===== config.mk =====
export PLATFORM = sky130hd
export DESIGN_NAME = mdm_div_cell
export DESIGN_NICKNAME = d
export VERILOG_FILES = /design/src/hdl/mdm_pkg.sv /design/src/hdl/mdm_div_cell.sv
export SDC_FILE = /design/constraint.sdc
export NUM_CORES = 1
export LEC_CHECK = 0
export BUFFER_PORTS_ARGS = -buffer_cell sky130_fd_sc_hd__buf_2
export CAP_MARGIN = 15
export CELL_PAD_IN_SITES_DETAIL_PLACEMENT = 0
export CELL_PAD_IN_SITES_GLOBAL_PLACEMENT = 1
export CORE_UTILIZATION = 36
export DETAILED_ROUTE_END_ITERATION = 6
export PLACE_DENSITY = 0.82
export SYNTH_ARGS = -nofsm -noshare
export SYNTH_HDL_FRONTEND = slang
export SYNTH_SLANG_ARGS = --single-unit

===== constraint.sdc =====
create_clock -name clock -period 15.1 [get_ports clock]
set_input_delay 2.265 -clock clock [delete_from_list [all_inputs] [get_ports clock]]
set_output_delay 2.265 -clock clock [all_outputs]
set_load 0.01 [all_outputs]

===== src/hdl/mdm_pkg.sv =====
// ---------------------------------------------------------------------------
// mdm_pkg: shared types and constants of the mecanum drive mixer
// Holds the fixed-point widths, the side payload structs that travel
// alongside the root and translation divider chains, and the register map.
// ---------------------------------------------------------------------------
package mdm_pkg;

   // fixed-point widths
   localparam int ROOT_W = 24;   // floor(sqrt((x*x + y*y) << 16))
   localparam int REM_W  = 26;   // square-root partial remainder
   localparam int RAD_W  = 48;   // square-root radicand
   localparam int MAG_W  = 17;   // |x+y|, |y-x|, max of both
   localparam int PROD_W = ROOT_W + MAG_W;
   localparam int DEN_W  = 25;   // normalising denominator D
   localparam int WHL_W  = 26;   // wheel numerator D -/+ w
   localparam int DTY_Q  = 9;    // duty quotient, 0..256
   localparam int DZ_W   = 15;

   // chain lengths
   localparam int SQ_CELLS = ROOT_W;
   localparam int DV_CELLS = ROOT_W;
   localparam int DU_CELLS = DTY_Q;

   // register map
   localparam int  CSR_ADDR_W    = 3;
   localparam logic CSR_DEAD_ZONE = 1'b0;   // register index, paddr[2]
   localparam logic [DZ_W-1:0] DZ_RESET = 15'd8192;

   localparam logic [DEN_W-1:0] ONE_Q22 = 25'd4194304;
   localparam logic [7:0] DUTY_STOP = 8'd128;
   localparam logic [7:0] DUTY_MAX  = 8'd255;

   // side data along the square-root chain
   typedef struct packed {
      logic [MAG_W-1:0] a_mag;
      logic             a_neg;
      logic [MAG_W-1:0] b_mag;
      logic             b_neg;
      logic [MAG_W-1:0] m;
      logic [15:0]      turn;
      logic             dz;
   } sq_side_type;

   // side data along the translation divider chain
   typedef struct packed {
      logic             a_neg;
      logic             b_neg;
      logic             m_zero;
      logic [15:0]      turn;
      logic [DEN_W-1:0] d;
      logic             dz;
   } dv_side_type;

   localparam int SQ_SIDE_W = $bits(sq_side_type);
   localparam int DV_SIDE_W = $bits(dv_side_type);

endpackage


===== src/hdl/mdm_div_cell.sv =====
// ---------------------------------------------------------------------------
// mdm_div_cell: one step of a restoring divider chain
// Resolves one quotient bit per beat for every lane against a shared
// divisor, and hands remainders, quotients and side data onward.
// ---------------------------------------------------------------------------
module mdm_div_cell #(
   parameter int LANES = 2,
   parameter int DW    = mdm_pkg::MAG_W,
   parameter int NW    = mdm_pkg::ROOT_W,
   parameter int QW    = mdm_pkg::ROOT_W,
   parameter int SW    = mdm_pkg::DV_SIDE_W
) (
   input  logic                       clock,
   input  logic                       reset,
   input  logic                       up_valid,
   output logic                       up_stall,
   input  logic [DW-1:0]              up_d,
   input  logic [LANES-1:0][DW-1:0]   up_rem,
   input  logic [LANES-1:0][NW-1:0]   up_num,
   input  logic [LANES-1:0][QW-1:0]   up_quo,
   input  logic [SW-1:0]              up_side,
   output logic                       dn_valid,
   input  logic                       dn_stall,
   output logic [DW-1:0]              dn_d,
   output logic [LANES-1:0][DW-1:0]   dn_rem,
   output logic [LANES-1:0][NW-1:0]   dn_num,
   output logic [LANES-1:0][QW-1:0]   dn_quo,
   output logic [SW-1:0]              dn_side
);

   logic                     vld_ff;
   logic [DW-1:0]            d_ff;
   logic [LANES-1:0][DW-1:0] rem_ff, rem_in;
   logic [LANES-1:0][NW-1:0] num_ff, num_in;
   logic [LANES-1:0][QW-1:0] quo_ff, quo_in;
   logic [SW-1:0]            side_ff;
   logic [LANES-1:0][DW:0]   cur_w, diff_w;
   logic [LANES-1:0]         ge_w;
   logic                     ready_w;

   // hold while a beat waits downstream
   assign ready_w  = !vld_ff || !dn_stall;
   assign up_stall = !ready_w;

   // shift in the next numerator bit and subtract where it fits
   always_comb begin
      for (int i = 0; i < LANES; i++) begin
         cur_w[i]  = {up_rem[i], up_num[i][NW-1]};
         diff_w[i] = cur_w[i] - {1'b0, up_d};
         ge_w[i]   = cur_w[i] >= {1'b0, up_d};
         rem_in[i] = ge_w[i] ? diff_w[i][DW-1:0] : cur_w[i][DW-1:0];
         num_in[i] = {up_num[i][NW-2:0], 1'b0};
         quo_in[i] = {up_quo[i][QW-2:0], ge_w[i]};
      end
   end

   always_ff @(posedge clock) begin
      if (reset) begin
         vld_ff <= 1'b0;
      end else if (ready_w) begin
         vld_ff <= up_valid;
      end
   end

   always_ff @(posedge clock) begin
      if (ready_w && up_valid) begin
         d_ff    <= up_d;
         rem_ff  <= rem_in;
         num_ff  <= num_in;
         quo_ff  <= quo_in;
         side_ff <= up_side;
      end
   end

   assign dn_valid = vld_ff;
   assign dn_d     = d_ff;
   assign dn_rem   = rem_ff;
   assign dn_num   = num_ff;
   assign dn_quo   = quo_ff;
   assign dn_side  = side_ff;

endmodule


==> summary.txt <==
STA
  – Final setup vio count: 0
  – Slew headroom: 31.4%
  – RSZ-0062 raised after global routing: no
  – Minimum clock period: 4.96 ns
  – Endpoints failing hold: 0
  – Setup TNS: 0 ns
  – Setup Skew: 0.00562 ns
  – Tcrit/Tclk final: 32.9%
  – Fmax: 0.201 GHz
  – Max Slew Vio Count: 0
  – Worst-Margin Slew: 1.03 ns

Synth
  – Post-synth EDFFs: 190
  – Top_reg_cell synth: edfxtp_1
  – Syn Inst Count: 515
  – Post-synthesis sequential area ratio: 71.9%
  – Netlist cell types: 61
  – #FFs+latches synth: 191
  – Avg Inst Size Synth: 15.5 sq um
  – Yosys warning count: 0
  – Mapped Area: 7960 sq um
  – Share of flip-flops with an asynchronous set or reset: 0%

Clock tree
  – H-tree Lvls: 4
  – Clk_lat worst skew: 0.44 ns
  – Clock Path Buffers: 2
  – CTS Buf Count: 17
  – Post-CTS sizing: 0
  – Root Buffer Master: clkbuf_16
  – CTS Sinks: 191
  – Post-CTS Repair Setup Buffers: 0
  – CTS Hold Buffers Added: 0
  – CTS tree: done
  – Clock-pin slew on the worst setup and hold paths: 0.07 ns

Finish
  – Nets@finish: 1144
  – Commonest non-fill, non-tap cell in the layout: buf_2
  – Util after Layout: 49.8%
  – Layout cell share with drive strength beyond 1: 47.6%
  – Area Overhead vs Synth: 35.9%
  – FILL cells: 1951
  – Most frequent cells in the layout: 385 x buf_2, 190 x edfxtp_1, 41 x a21oi_1, 34 x ha_1, 33 x nand2_1

Routing
  – DRC Markers: 0
  – Vias: 5786
  – DR vias/cell: 4.77
  – Routed len/inst: 19.9 um
  – Routed Antenna Nets: 0
  – Drt pass-1 iters: 4
  – Final wirelength: 24100 um
  – First DRT Iteration DRCs: 269

Place
  – GP Congestion: 0.850
  – Detailed placer's ending HPWL: 19200 um
  – Port Buffers: 385

Setup path
  – Delay of the slowest critical-path stage: 0.19 ns
  – Cell chain of the critical path: buf_2, and2_1, buf_2
  – Critical Path RT: 12.84 ns
  – Kind of critical path: primary input to primary output
  – Most used cell, CP: buf_2
  – Worst setup SP type: primary input
  – Crit path max fanout: 3
  – Worst EP arrival: 2.70 ns
  – Slowest CP cell: and2_1
  – CP endpoint kind: primary output

Floorplanning
  – Std-Cell Rows: 54
  – Die extent in y: 151 um
  – # IOs: 390
  – Die width: 151 um
  – Initial Util: 36.6%
  – Core Area: 21800 sq um
  – Die area: 22700 sq um

Pwr
  – Pwr Density: 120 nW/um^2
  – Overall power: 1290 uW
  – Leakage: 0.00466 uW
  – Peak supply drop: 0.0768 mV

Global routing
  – Largest net degree at the start of global routing: 80
  – GR Util All Layers: 20.6%
  – Number of global-route vias before repair: 5388
  – Grt total ovfl: 0
  – First-pass GRT wire length: 32700 um
  – Initial antenna violation count: 8

Worst hold path
  – Hold Crit Class: flip-flop to flip-flop

Outcome
  – Status: complete, no violations

Run
  – Max-cap viol count: 0
[layer usage]
layer	part of all wire [%]	track usage, %	up-vias	routed length, um
li1	-	-	2772	-
met5	0	0	-	0
met2	49	33.3	234	11900
met1	41	25.8	2756	9840
met4	1.6	8.65	0	385
met3	8.4	5.61	24	2020
[worst paths after layout]
path              cells past startpoint                  start                     to  slack [ns]
setup / recovery                      3               dn_stall               up_stall       10.14
hold / removal                        3  dn_valid$_SDFFE_PP0N_  dn_valid$_SDFFE_PP0N_        0.68
setup reg to reg                      4  dn_valid$_SDFFE_PP0N_   dn_rem[33]$_DFFE_PP_       12.44
hold reg to reg                       3  dn_valid$_SDFFE_PP0N_  dn_valid$_SDFFE_PP0N_        0.68
[where the power goes]
part	switching [uW]	internal [uW]	leakage (uW)
clock	228	223	0.000284
combinational	118	85.1	0.00253
sequential	8.99	631	0.00185
total	355	939	0.00466
[state kept, by name (all words and copies together) (netlist names)]
register  count
dn_num       46
dn_quo       48
dn_d         17
dn_rem       34
dn_valid      1
dn_side      45
[cells by family (layout without fill, tap and decap cells)]
family / after synthesis / in the layout / share of synthesized area (%)
buf+inv: 43 / 451 / 2.39
other cells: 1 / 11 / 0.0471
fa+ha+maj: 36 / 36 / 5.85
compound gates: 108 / 108 / 8.93
flops: 191 / 191 / 71.9
xor+xnor: 23 / 23 / 2.53
simple gates: 96 / 96 / 5.97
mux: 17 / 17 / 2.39
[cell type report]
cell class | count | area [sq um] | area share (%)
Sequential cell | 191 | 5730 | 52.9
Multi-Input combinational cell | 282 | 2060 | 19.0
Timing Repair Buffer | 389 | 1960 | 18.1
Clock buffer | 17 | 425 | 3.93
Tap cell | 280 | 350 | 3.24
Clock inverter | 14 | 161 | 1.49
Inverter | 31 | 116 | 1.08
Antenna cell | 9 | 22.5 | 0.208
[synthesized netlist by cell type (7+ instances only)]
cell | instances | share of area [%]
inv_1 | 31 | 1.5
ha_1 | 34 | 5.3
a21oi_1 | 41 | 2.6
xor2_1 | 9 | 0.99
edfxtp_1 | 190 | 72
o21ai_0 | 20 | 1.3
nand2_1 | 33 | 1.6
mux2_1 | 7 | 0.99
mux2_2 | 9 | 1.3
xnor2_1 | 14 | 1.5
nor2_1 | 20 | 0.94
[critical path, delay by kind of cell]
family | cells | cell delay, ns
buffers and inverters | 2 | 0.24
and+or+nand+nor | 1 | 0.19
[metrics by stage]
stage,hold slack [ns],cell area (sq um),instances,setup WS (ns)
2_1_floorplan,0.680,7970,516,3.50
3_3_place_gp,0.663,10200,1172,9.81
3_5_place_dp,0.648,10200,1172,9.83
4_1_cts,0.672,10800,1203,10.14
5_1_grt,0.767,10800,1211,10.09
6_report,0.677,10800,1213,10.14
Note: power is estimated with default switching activity, not from simulation.
