## config.mk

```make
export PLATFORM = sky130hd
export DESIGN_NAME = mdm_sqrt_cell
export DESIGN_NICKNAME = d
export VERILOG_FILES = /design/src/hdl/mdm_pkg.sv /design/src/hdl/mdm_sqrt_cell.sv
export SDC_FILE = /design/constraint.sdc
export NUM_CORES = 1
export LEC_CHECK = 0
export ABC_AREA = 1
export BUFFER_PORTS_ARGS = -buffer_cell sky130_fd_sc_hd__buf_2
export CORE_ASPECT_RATIO = 0.5
export CORE_MARGIN = 5
export CORE_UTILIZATION = 45
export CTS_CLUSTER_SIZE = 30
export DETAILED_ROUTE_END_ITERATION = 7
export PLACE_DENSITY = 0.88
export SLEW_MARGIN = 10
export SYNTH_ARGS = -nofsm -noshare
export SYNTH_HDL_FRONTEND = slang
export SYNTH_SLANG_ARGS = --single-unit
```

## constraint.sdc

```tcl
create_clock -name clock -period 10 [get_ports clock]
set_clock_uncertainty 0.05 [all_clocks]
set_input_delay 1 -clock clock [delete_from_list [all_inputs] [get_ports clock]]
set_output_delay 1 -clock clock [all_outputs]
set_load 0.01 [all_outputs]
```

## src/hdl/mdm_pkg.sv

```systemverilog
// ---------------------------------------------------------------------------
// mdm_pkg: shared types and constants of the mecanum drive mixer
// Holds the fixed-point widths, the side payload structs that travel
// alongside the root and translation divider chains, and the register map.
// ---------------------------------------------------------------------------
package mdm_pkg;

   // fixed-point widths
   localparam int ROOT_W = 24;   // floor(sqrt((x*x + y*y) << 16))
   localparam int REM_W  = 26;   // square-root partial remainder
   localparam int RAD_W  = 48;   // square-root radicand
   localparam int MAG_W  = 17;   // |x+y|, |y-x|, max of both
   localparam int PROD_W = ROOT_W + MAG_W;
   localparam int DEN_W  = 25;   // normalising denominator D
   localparam int WHL_W  = 26;   // wheel numerator D -/+ w
   localparam int DTY_Q  = 9;    // duty quotient, 0..256
   localparam int DZ_W   = 15;

   // chain lengths
   localparam int SQ_CELLS = ROOT_W;
   localparam int DV_CELLS = ROOT_W;
   localparam int DU_CELLS = DTY_Q;

   // register map
   localparam int  CSR_ADDR_W    = 3;
   localparam logic CSR_DEAD_ZONE = 1'b0;   // register index, paddr[2]
   localparam logic [DZ_W-1:0] DZ_RESET = 15'd8192;

   localparam logic [DEN_W-1:0] ONE_Q22 = 25'd4194304;
   localparam logic [7:0] DUTY_STOP = 8'd128;
   localparam logic [7:0] DUTY_MAX  = 8'd255;

   // side data along the square-root chain
   typedef struct packed {
      logic [MAG_W-1:0] a_mag;
      logic             a_neg;
      logic [MAG_W-1:0] b_mag;
      logic             b_neg;
      logic [MAG_W-1:0] m;
      logic [15:0]      turn;
      logic             dz;
   } sq_side_type;

   // side data along the translation divider chain
   typedef struct packed {
      logic             a_neg;
      logic             b_neg;
      logic             m_zero;
      logic [15:0]      turn;
      logic [DEN_W-1:0] d;
      logic             dz;
   } dv_side_type;

   localparam int SQ_SIDE_W = $bits(sq_side_type);
   localparam int DV_SIDE_W = $bits(dv_side_type);

endpackage

```

## src/hdl/mdm_sqrt_cell.sv

```systemverilog
// ---------------------------------------------------------------------------
// mdm_sqrt_cell: one digit of the square-root chain
// Resolves one root bit per beat from two radicand bits and hands the
// partial remainder, root and side data to the next cell.
// ---------------------------------------------------------------------------
module mdm_sqrt_cell #(
   parameter int SW = mdm_pkg::SQ_SIDE_W
) (
   input  logic                       clock,
   input  logic                       reset,
   input  logic                       up_valid,
   output logic                       up_stall,
   input  logic [mdm_pkg::REM_W-1:0]  up_rem,
   input  logic [mdm_pkg::ROOT_W-1:0] up_root,
   input  logic [mdm_pkg::RAD_W-1:0]  up_rad,
   input  logic [SW-1:0]              up_side,
   output logic                       dn_valid,
   input  logic                       dn_stall,
   output logic [mdm_pkg::REM_W-1:0]  dn_rem,
   output logic [mdm_pkg::ROOT_W-1:0] dn_root,
   output logic [mdm_pkg::RAD_W-1:0]  dn_rad,
   output logic [SW-1:0]              dn_side
);

   logic                       vld_ff;
   logic [mdm_pkg::REM_W-1:0]  rem_ff, rem_in;
   logic [mdm_pkg::ROOT_W-1:0] root_ff, root_in;
   logic [mdm_pkg::RAD_W-1:0]  rad_ff, rad_in;
   logic [SW-1:0]              side_ff;
   logic [mdm_pkg::REM_W+1:0]  cur_w, trial_w, diff_w;
   logic                       ge_w, ready_w;

   // hold while a beat waits downstream
   assign ready_w  = !vld_ff || !dn_stall;
   assign up_stall = !ready_w;

   // bring down two radicand bits and try the next root bit
   always_comb begin
      cur_w   = {up_rem, up_rad[mdm_pkg::RAD_W-1 -: 2]};
      trial_w = {2'b00, up_root, 2'b01};
      diff_w  = cur_w - trial_w;
      ge_w    = cur_w >= trial_w;
      rem_in  = ge_w ? diff_w[mdm_pkg::REM_W-1:0] : cur_w[mdm_pkg::REM_W-1:0];
      root_in = {up_root[mdm_pkg::ROOT_W-2:0], ge_w};
      rad_in  = {up_rad[mdm_pkg::RAD_W-3:0], 2'b00};
   end

   always_ff @(posedge clock) begin
      if (reset) begin
         vld_ff <= 1'b0;
      end else if (ready_w) begin
         vld_ff <= up_valid;
      end
   end

   always_ff @(posedge clock) begin
      if (ready_w && up_valid) begin
         rem_ff  <= rem_in;
         root_ff <= root_in;
         rad_ff  <= rad_in;
         side_ff <= up_side;
      end
   end

   assign dn_valid = vld_ff;
   assign dn_rem   = rem_ff;
   assign dn_root  = root_ff;
   assign dn_rad   = rad_ff;
   assign dn_side  = side_ff;

endmodule

```

==> flow_metrics.env, run 1 <==
export IMPL_mostFrequentLayoutCell="buf_2"
export IMPL_ant_nets=0
export IMPL_cts_root_buf="clkbuf_16"
export IMPL_crit_path_frequent_cell="nand2_1"
export IMPL_grt_util_all_layers=0.224
export IMPL_clock_sinks=167
export IMPL_arrival_ns=3.45
export IMPL_gp_congestion=0.941
export IMPL_whs_path_depth=2
export IMPL_end_kind="register"
export IMPL_numCtsBuffers=17
export IMPL_synth_top_area_share=0.670
export IMPL_port_buffer_count=339
export IMPL_diodes=0
export IMPL_seq_area_um2=5000
export IMPL_holdBufCountCts=0
export IMPL_crit_slowest_cell="nand3_2"
export IMPL_hold_path_class="reg -> reg"
export IMPL_synth_area_leader_cell="edfxtp_1"
export IMPL_tightest_slew_ns=1.02
export IMPL_fp_dieH_um=101
export IMPL_peakVddDrop_v=0.000134
export IMPL_slowest_delay_ns=0.68
export IMPL_dieWidth_um=192
export IMPL_num_rows=33
export IMPL_post_cts_buffers=0
export IMPL_cts_tree="done"
export IMPL_outcome="finished, final reports clean"
export IMPL_worst_slack_ns=6.63
export IMPL_synth_cell_types=31
export IMPL_dp_slack_ns=6.25
export IMPL_nets=1223
export IMPL_slew_headroom=0.318
export IMPL_start_util=0.456
export IMPL_antenna_found_initial=0
export IMPL_rsz0062_at_grt="no"
export IMPL_p_per_area_nw_per_um2=177
export IMPL_period_minus_slack_ns=3.37
export IMPL_setup_tns_ns=0
export IMPL_max_freq_mhz=297
export IMPL_maxSlewViolCount=0
export IMPL_post_route_period_util=0.337
export IMPL_max_cap_violations=0
export IMPL_hold_viol=0
export IMPL_drt_iter0_markers=512
export IMPL_coreArea_um2=16300
export IMPL_grt_first_pass_wirelength_um=33400
export IMPL_clkTransAtPathRegs_ns=0.06
export IMPL_fillerInstances=1356
export IMPL_final_layout_size_suffix_gt1_frac=0.371
export IMPL_cp_max_fo=39
export IMPL_grt_start_max_net_pins=84
export IMPL_remaining_drc_errors=0
export IMPL_criticalPathCategory="in -> reg"
export IMPL_syn_area_um2=7440
export IMPL_grt_pass1_vias=6144
export IMPL_avgSynthCellArea_um2=11.0
export IMPL_grt_overflow=0
export IMPL_worstPathRequired_ns=10.08
export IMPL_p_leak_uw=0.00493
export IMPL_yosys_warnings=0
export IMPL_reg2reg_depth=4
export IMPL_areaGrowthSynthToFinish_pct=34.1
export IMPL_synth_seq_area_share=0.672
export IMPL_drtPass1Iterations=5
export IMPL_post_drt_wl_per_cell_um=17.6
export IMPL_multi_input_area_um2=1900
export IMPL_critPathLaunchType="input pin"
export IMPL_path_cells="buf_2, ha_1, nand2_2, inv_1, nand2_1, nand2_1, nand2_1, nand2_1, a21oi_4, nand3_2, nand2_1, o21ai_0"
export IMPL_synth_area_top_cells="edfxtp_1, nand2_1, inv_1"
export IMPL_finalSetupViolations=0
export IMPL_cts_repair_resized=0
export IMPL_clockBufferDepth=2
export IMPL_hpwl_um=17800
export IMPL_clkLatencyLatePin_ns=0.41
export IMPL_whs_ns=0.502
export IMPL_h_tree_depth=4
export IMPL_die_area_um2=19400
export IMPL_final_cell_mix="buf_2, nand2_1, edfxtp_1, inv_1"
export IMPL_routed_wl_um=22300
export IMPL_synth_seq_cells=167
export IMPL_synthCells=674
export IMPL_io_pin_count=342
export IMPL_dr_total_vias=6067
export IMPL_viasPerCell=4.80
-- cell usage after synthesis --
cell type	n
clkbuf_2	1
nand3_2	3
inv_2	1
a21oi_1	15
buf_2	2
nor2_1	28
edfxtp_1	166
xor2_1	12
ha_1	26
a21o_1	1
conb_1	1
buf_6	2
nand2_1	204
nand3_1	27
buf_4	2
dfxtp_1	1
nand3b_1	4
o21bai_1	3
a21oi_4	1
nor3_2	1
and2_1	1
nor2_4	1
clkbuf_1	3
nor3b_1	1
nand4_1	20
nor2_2	2
nor4_1	1
xnor2_1	1
o21ai_0	13
inv_1	127
nand2_2	3
-- metrics by stage --
stage,cell area (um^2),power (uW),std cells,util
finish,9980,1770,1265,0.612
global route,9980,1840,1265,0.612
CTS,9980,1770,1265,0.612
detailed placement,9390,1120,1233,0.575
global placement,9390,1110,1233,0.575
floorplan,7450,1010,675,-
-- per-layer routing --
metal,vias up,track usage,routed length [um]
met5,-,0,0
met4,0,0.0601,351
met3,29,0.0415,1450
met2,237,0.407,11700
met1,2888,0.276,8780
li1,2913,-,-
-- cells by family (layout without fill, tap and decap cells) --
logic type,count (synthesis),count (layout),share of synthesized area
XOR/XNOR,13,13,0.0153
buffers and inverters,138,501,0.0731
flip-flops,167,167,0.672
AND/OR/NAND/NOR,296,296,0.170
AO/OA/AOI/OAI,33,33,0.0251
other,1,2,0.000504
adder cells (fa/ha/maj),26,26,0.0437
-- registers in the layout, summed over array words and instances (netlist names) --
signal	cells
dn_side	70
dn_rad	46
dn_rem	26
dn_root	24
dn_valid	1
-- final timing paths --
check,slack [ns],end,start
max,6.63,dn_rem[10],up_rem[12]
min,0.50,dn_valid,dn_valid
max reg2reg,7.81,dn_root[19],dn_valid
min reg2reg,0.50,dn_valid,dn_valid
-- power breakdown --
part	internal, uW	switching (uW)	leakage (uW)
registers	831	13.2	0.00161
logic	100	166	0.00303
clock network	357	298	0.000286
-- layout make-up --
cell class | count | area share
well taps | 227 | 0.0285
repair buffers | 341 | 0.172
flip-flops and latches | 167 | 0.502
clock buffers | 18 | 0.0430
inverters | 128 | 0.0481
multi-input cells | 370 | 0.191
clock inverters | 14 | 0.0165
-- worst max-delay path, delay by kind of cell --
kind	cells	cell delay, ns
fa+ha+maj	1	0.36
buf+inv	2	0.16
compound gates	2	0.52
simple gates	7	1.40
(Power assumes the default switching activity.)
==> run 2, diff against run 1 <==
--- a/config.mk
+++ b/config.mk
@@ -9,7 +9,7 @@
 export BUFFER_PORTS_ARGS = -buffer_cell sky130_fd_sc_hd__buf_2
 export CORE_ASPECT_RATIO = 0.5
 export CORE_MARGIN = 5
-export CORE_UTILIZATION = 45
+export CORE_UTILIZATION = 43
 export CTS_CLUSTER_SIZE = 30
 export DETAILED_ROUTE_END_ITERATION = 7
 export PLACE_DENSITY = 0.88
==> constraint.sdc (replaced) <==
create_clock -name clock -period 2.83 [get_ports clock]
set_clock_uncertainty 0.05 [all_clocks]
set_input_delay 0.283 -clock clock [delete_from_list [all_inputs] [get_ports clock]]
set_output_delay 0.283 -clock clock [all_outputs]
set_load 0.01 [all_outputs]
==> run 2 against run 1 <==
Against the previous run:
- global-route usage rose by 1.7 points
- non-clock buffer count rose by 132
- sequential power rose to 3.5 times the previous value
- critical endpoint is now dn_rem[7]
- first-iteration DRC count rose by 21%
- worst hold slack got worse by 0.49 ns
- critical path depth rose by 2
- register-to-register slack got worse by 6.7 ns
- clock power rose to 3.6 times the previous value
- design area rose by 14%
==> flow_metrics.env, run 2 (synthesis gave the netlist of run 1 again) <==
export IMPL_rrSetupSlack_ns=1.13
export IMPL_grt_pass1_vias=6903
export IMPL_peakVddDrop_v=0.000439
export IMPL_hpwl_um=18000
export IMPL_period_minus_slack_ns=2.48
export IMPL_final_cell_area_um2=11300
export IMPL_ant_nets=0
export IMPL_antenna_found_initial=2
export IMPL_outcome="finished, final reports clean"
export IMPL_drt_iter0_markers=617
export IMPL_grt_start_max_net_pins=145
export IMPL_grt_first_pass_wirelength_um=37500
export IMPL_max_cap_violations=0
export IMPL_fin_util=0.660
export IMPL_clockBufferDepth=2
export IMPL_cts_tree="done"
export IMPL_arrival_ns=2.59
export IMPL_fp_dieH_um=103
export IMPL_routed_wl_um=25500
export IMPL_cp_max_fo=24
export IMPL_start_util=0.433
export IMPL_mostFrequentLayoutCell="buf_2"
export IMPL_post_drt_wl_per_cell_um=18.1
export IMPL_grt_overflow=0
export IMPL_post_cts_buffers=0
export IMPL_criticalPathCategory="in -> reg"
export IMPL_numCtsBuffers=17
export IMPL_die_area_um2=20200
export IMPL_port_buffer_count=339
export IMPL_clock_sinks=167
export IMPL_hold_path_endpoint="dn_root[19]"
export IMPL_finalSetupViolations=0
export IMPL_gp_congestion=0.941
export IMPL_slew_headroom=0.469
export IMPL_worstPathRequired_ns=2.94
export IMPL_dpl_cell_count=1245
export IMPL_dp_slack_ns=0.541
export IMPL_worst_slack_ns=0.351
export IMPL_end_kind="register"
export IMPL_critPathLaunchType="input pin"
export IMPL_worstReg2RegEnd="dn_root[1]"
export IMPL_cts_repair_resized=0
export IMPL_drtPass1Iterations=5
export IMPL_p_leak_uw=0.00550
export IMPL_clkTransAtPathRegs_ns=0.07
export IMPL_num_rows=34
export IMPL_nets=1355
export IMPL_maxSlewViolCount=0
export IMPL_hp_start="up_root[18]"
export IMPL_post_route_period_util=0.876
export IMPL_whs_ns=0.00951
export IMPL_p_per_area_nw_per_um2=568
export IMPL_dieWidth_um=196
export IMPL_whs_path_depth=1
export IMPL_largest_reg_flops=70
export IMPL_final_cell_mix="buf_2, nand2_1, edfxtp_1, dlygate4sd3_1, inv_1"
export IMPL_reg2reg_from="dn_valid"
export IMPL_seq_area_um2=5010
export IMPL_io_pin_count=342
export IMPL_final_cells=1408
export IMPL_remaining_drc_errors=0
export IMPL_hold_path_class="in -> reg"
export IMPL_rsz0062_at_grt="no"
export IMPL_reg2reg_depth=4
export IMPL_placed_area_um2=9450
export IMPL_hold_viol=0
export IMPL_tightest_slew_ns=0.797
export IMPL_clkLatencyLatePin_ns=0.42
export IMPL_fillerInstances=1281
export IMPL_final_layout_size_suffix_gt1_frac=0.337
export IMPL_cts_root_buf="clkbuf_16"
export IMPL_multi_input_area_um2=1910
export IMPL_h_tree_depth=4
export IMPL_areaGrowthSynthToFinish_pct=52.3
export IMPL_coreArea_um2=17200
export IMPL_dr_total_vias=6812
export IMPL_viasPerCell=4.84
export IMPL_grt_util_all_layers=0.241
export IMPL_max_freq_mhz=403
-- run 2: report_power, final --
part / total, uW / leakage, uW / internal [uW] / switching, uW
combinational: 1120 / 0.00359 / 475 / 643
sequential: 2990 / 0.00161 / 2940 / 52.3
clock: 2330 / 0.000295 / 1200 / 1130
total: 6440 / 0.00550 / 4610 / 1830
-- run 2: final cells by class --
type,count,area share
tap,234,0.0258
clock buffer,17,0.0375
inverter,128,0.0424
antenna,4,0.000883
multi-input combinational,370,0.168
sequential,167,0.442
timing repair buffer,473,0.268
clock inverter,15,0.0159
-- run 2: timing repair --
item                                    4_1_cts  5_1_grt
hold buffers                                125        2
endpoints found under the setup margin        0        0
hold endpoints to repair                    125        2
-- run 2: metrics by stage --
stage | setup TNS [ns] | total power, uW
final | 0 | 6440
after global routing | 0 | 6710
after CTS | 0 | 6440
after detailed placement | 0 | 3980
after global placement | 0 | 3950
after floorplan | -91.62 | 3560
-- run 2: how the worst max path moves through the flow --
stage / start / end / slack [ns] / cells past startpoint
after global placement: up_root[9] / dn_rem[10] / 0.59 / 14
after CTS: up_root[5] / dn_rem[10] / 0.45 / 14
after global routing: up_root[5] / dn_rem[9] / 0.23 / 15
final: up_root[5] / dn_rem[7] / 0.35 / 14
after detailed placement: up_root[9] / dn_rem[9] / 0.54 / 14
after floorplan: dn_valid / dn_rad[10] / -0.55 / 3
-- run 2: critical path, stage by stage --
cell and delay [ns]:
dlygate4sd3_1 0.57, buf_2 0.14, inv_1 0.05, ha_1 0.35, nand2_1 0.14, nor2_2 0.16
inv_2 0.05, nor2_1 0.08, nand2_1 0.06, nand3_2 0.12, nand2_2 0.08, nand3_2 0.09
buf_4 0.25, o21ai_0 0.14
-- run 2: routing by layer --
metal	part of all wire	up-vias	global-route usage
li1	-	3193	-
met1	0.39	3267	0.284
met4	0.023	0	0.0777
met2	0.52	305	0.446
met5	0	-	0
met3	0.067	47	0.0545
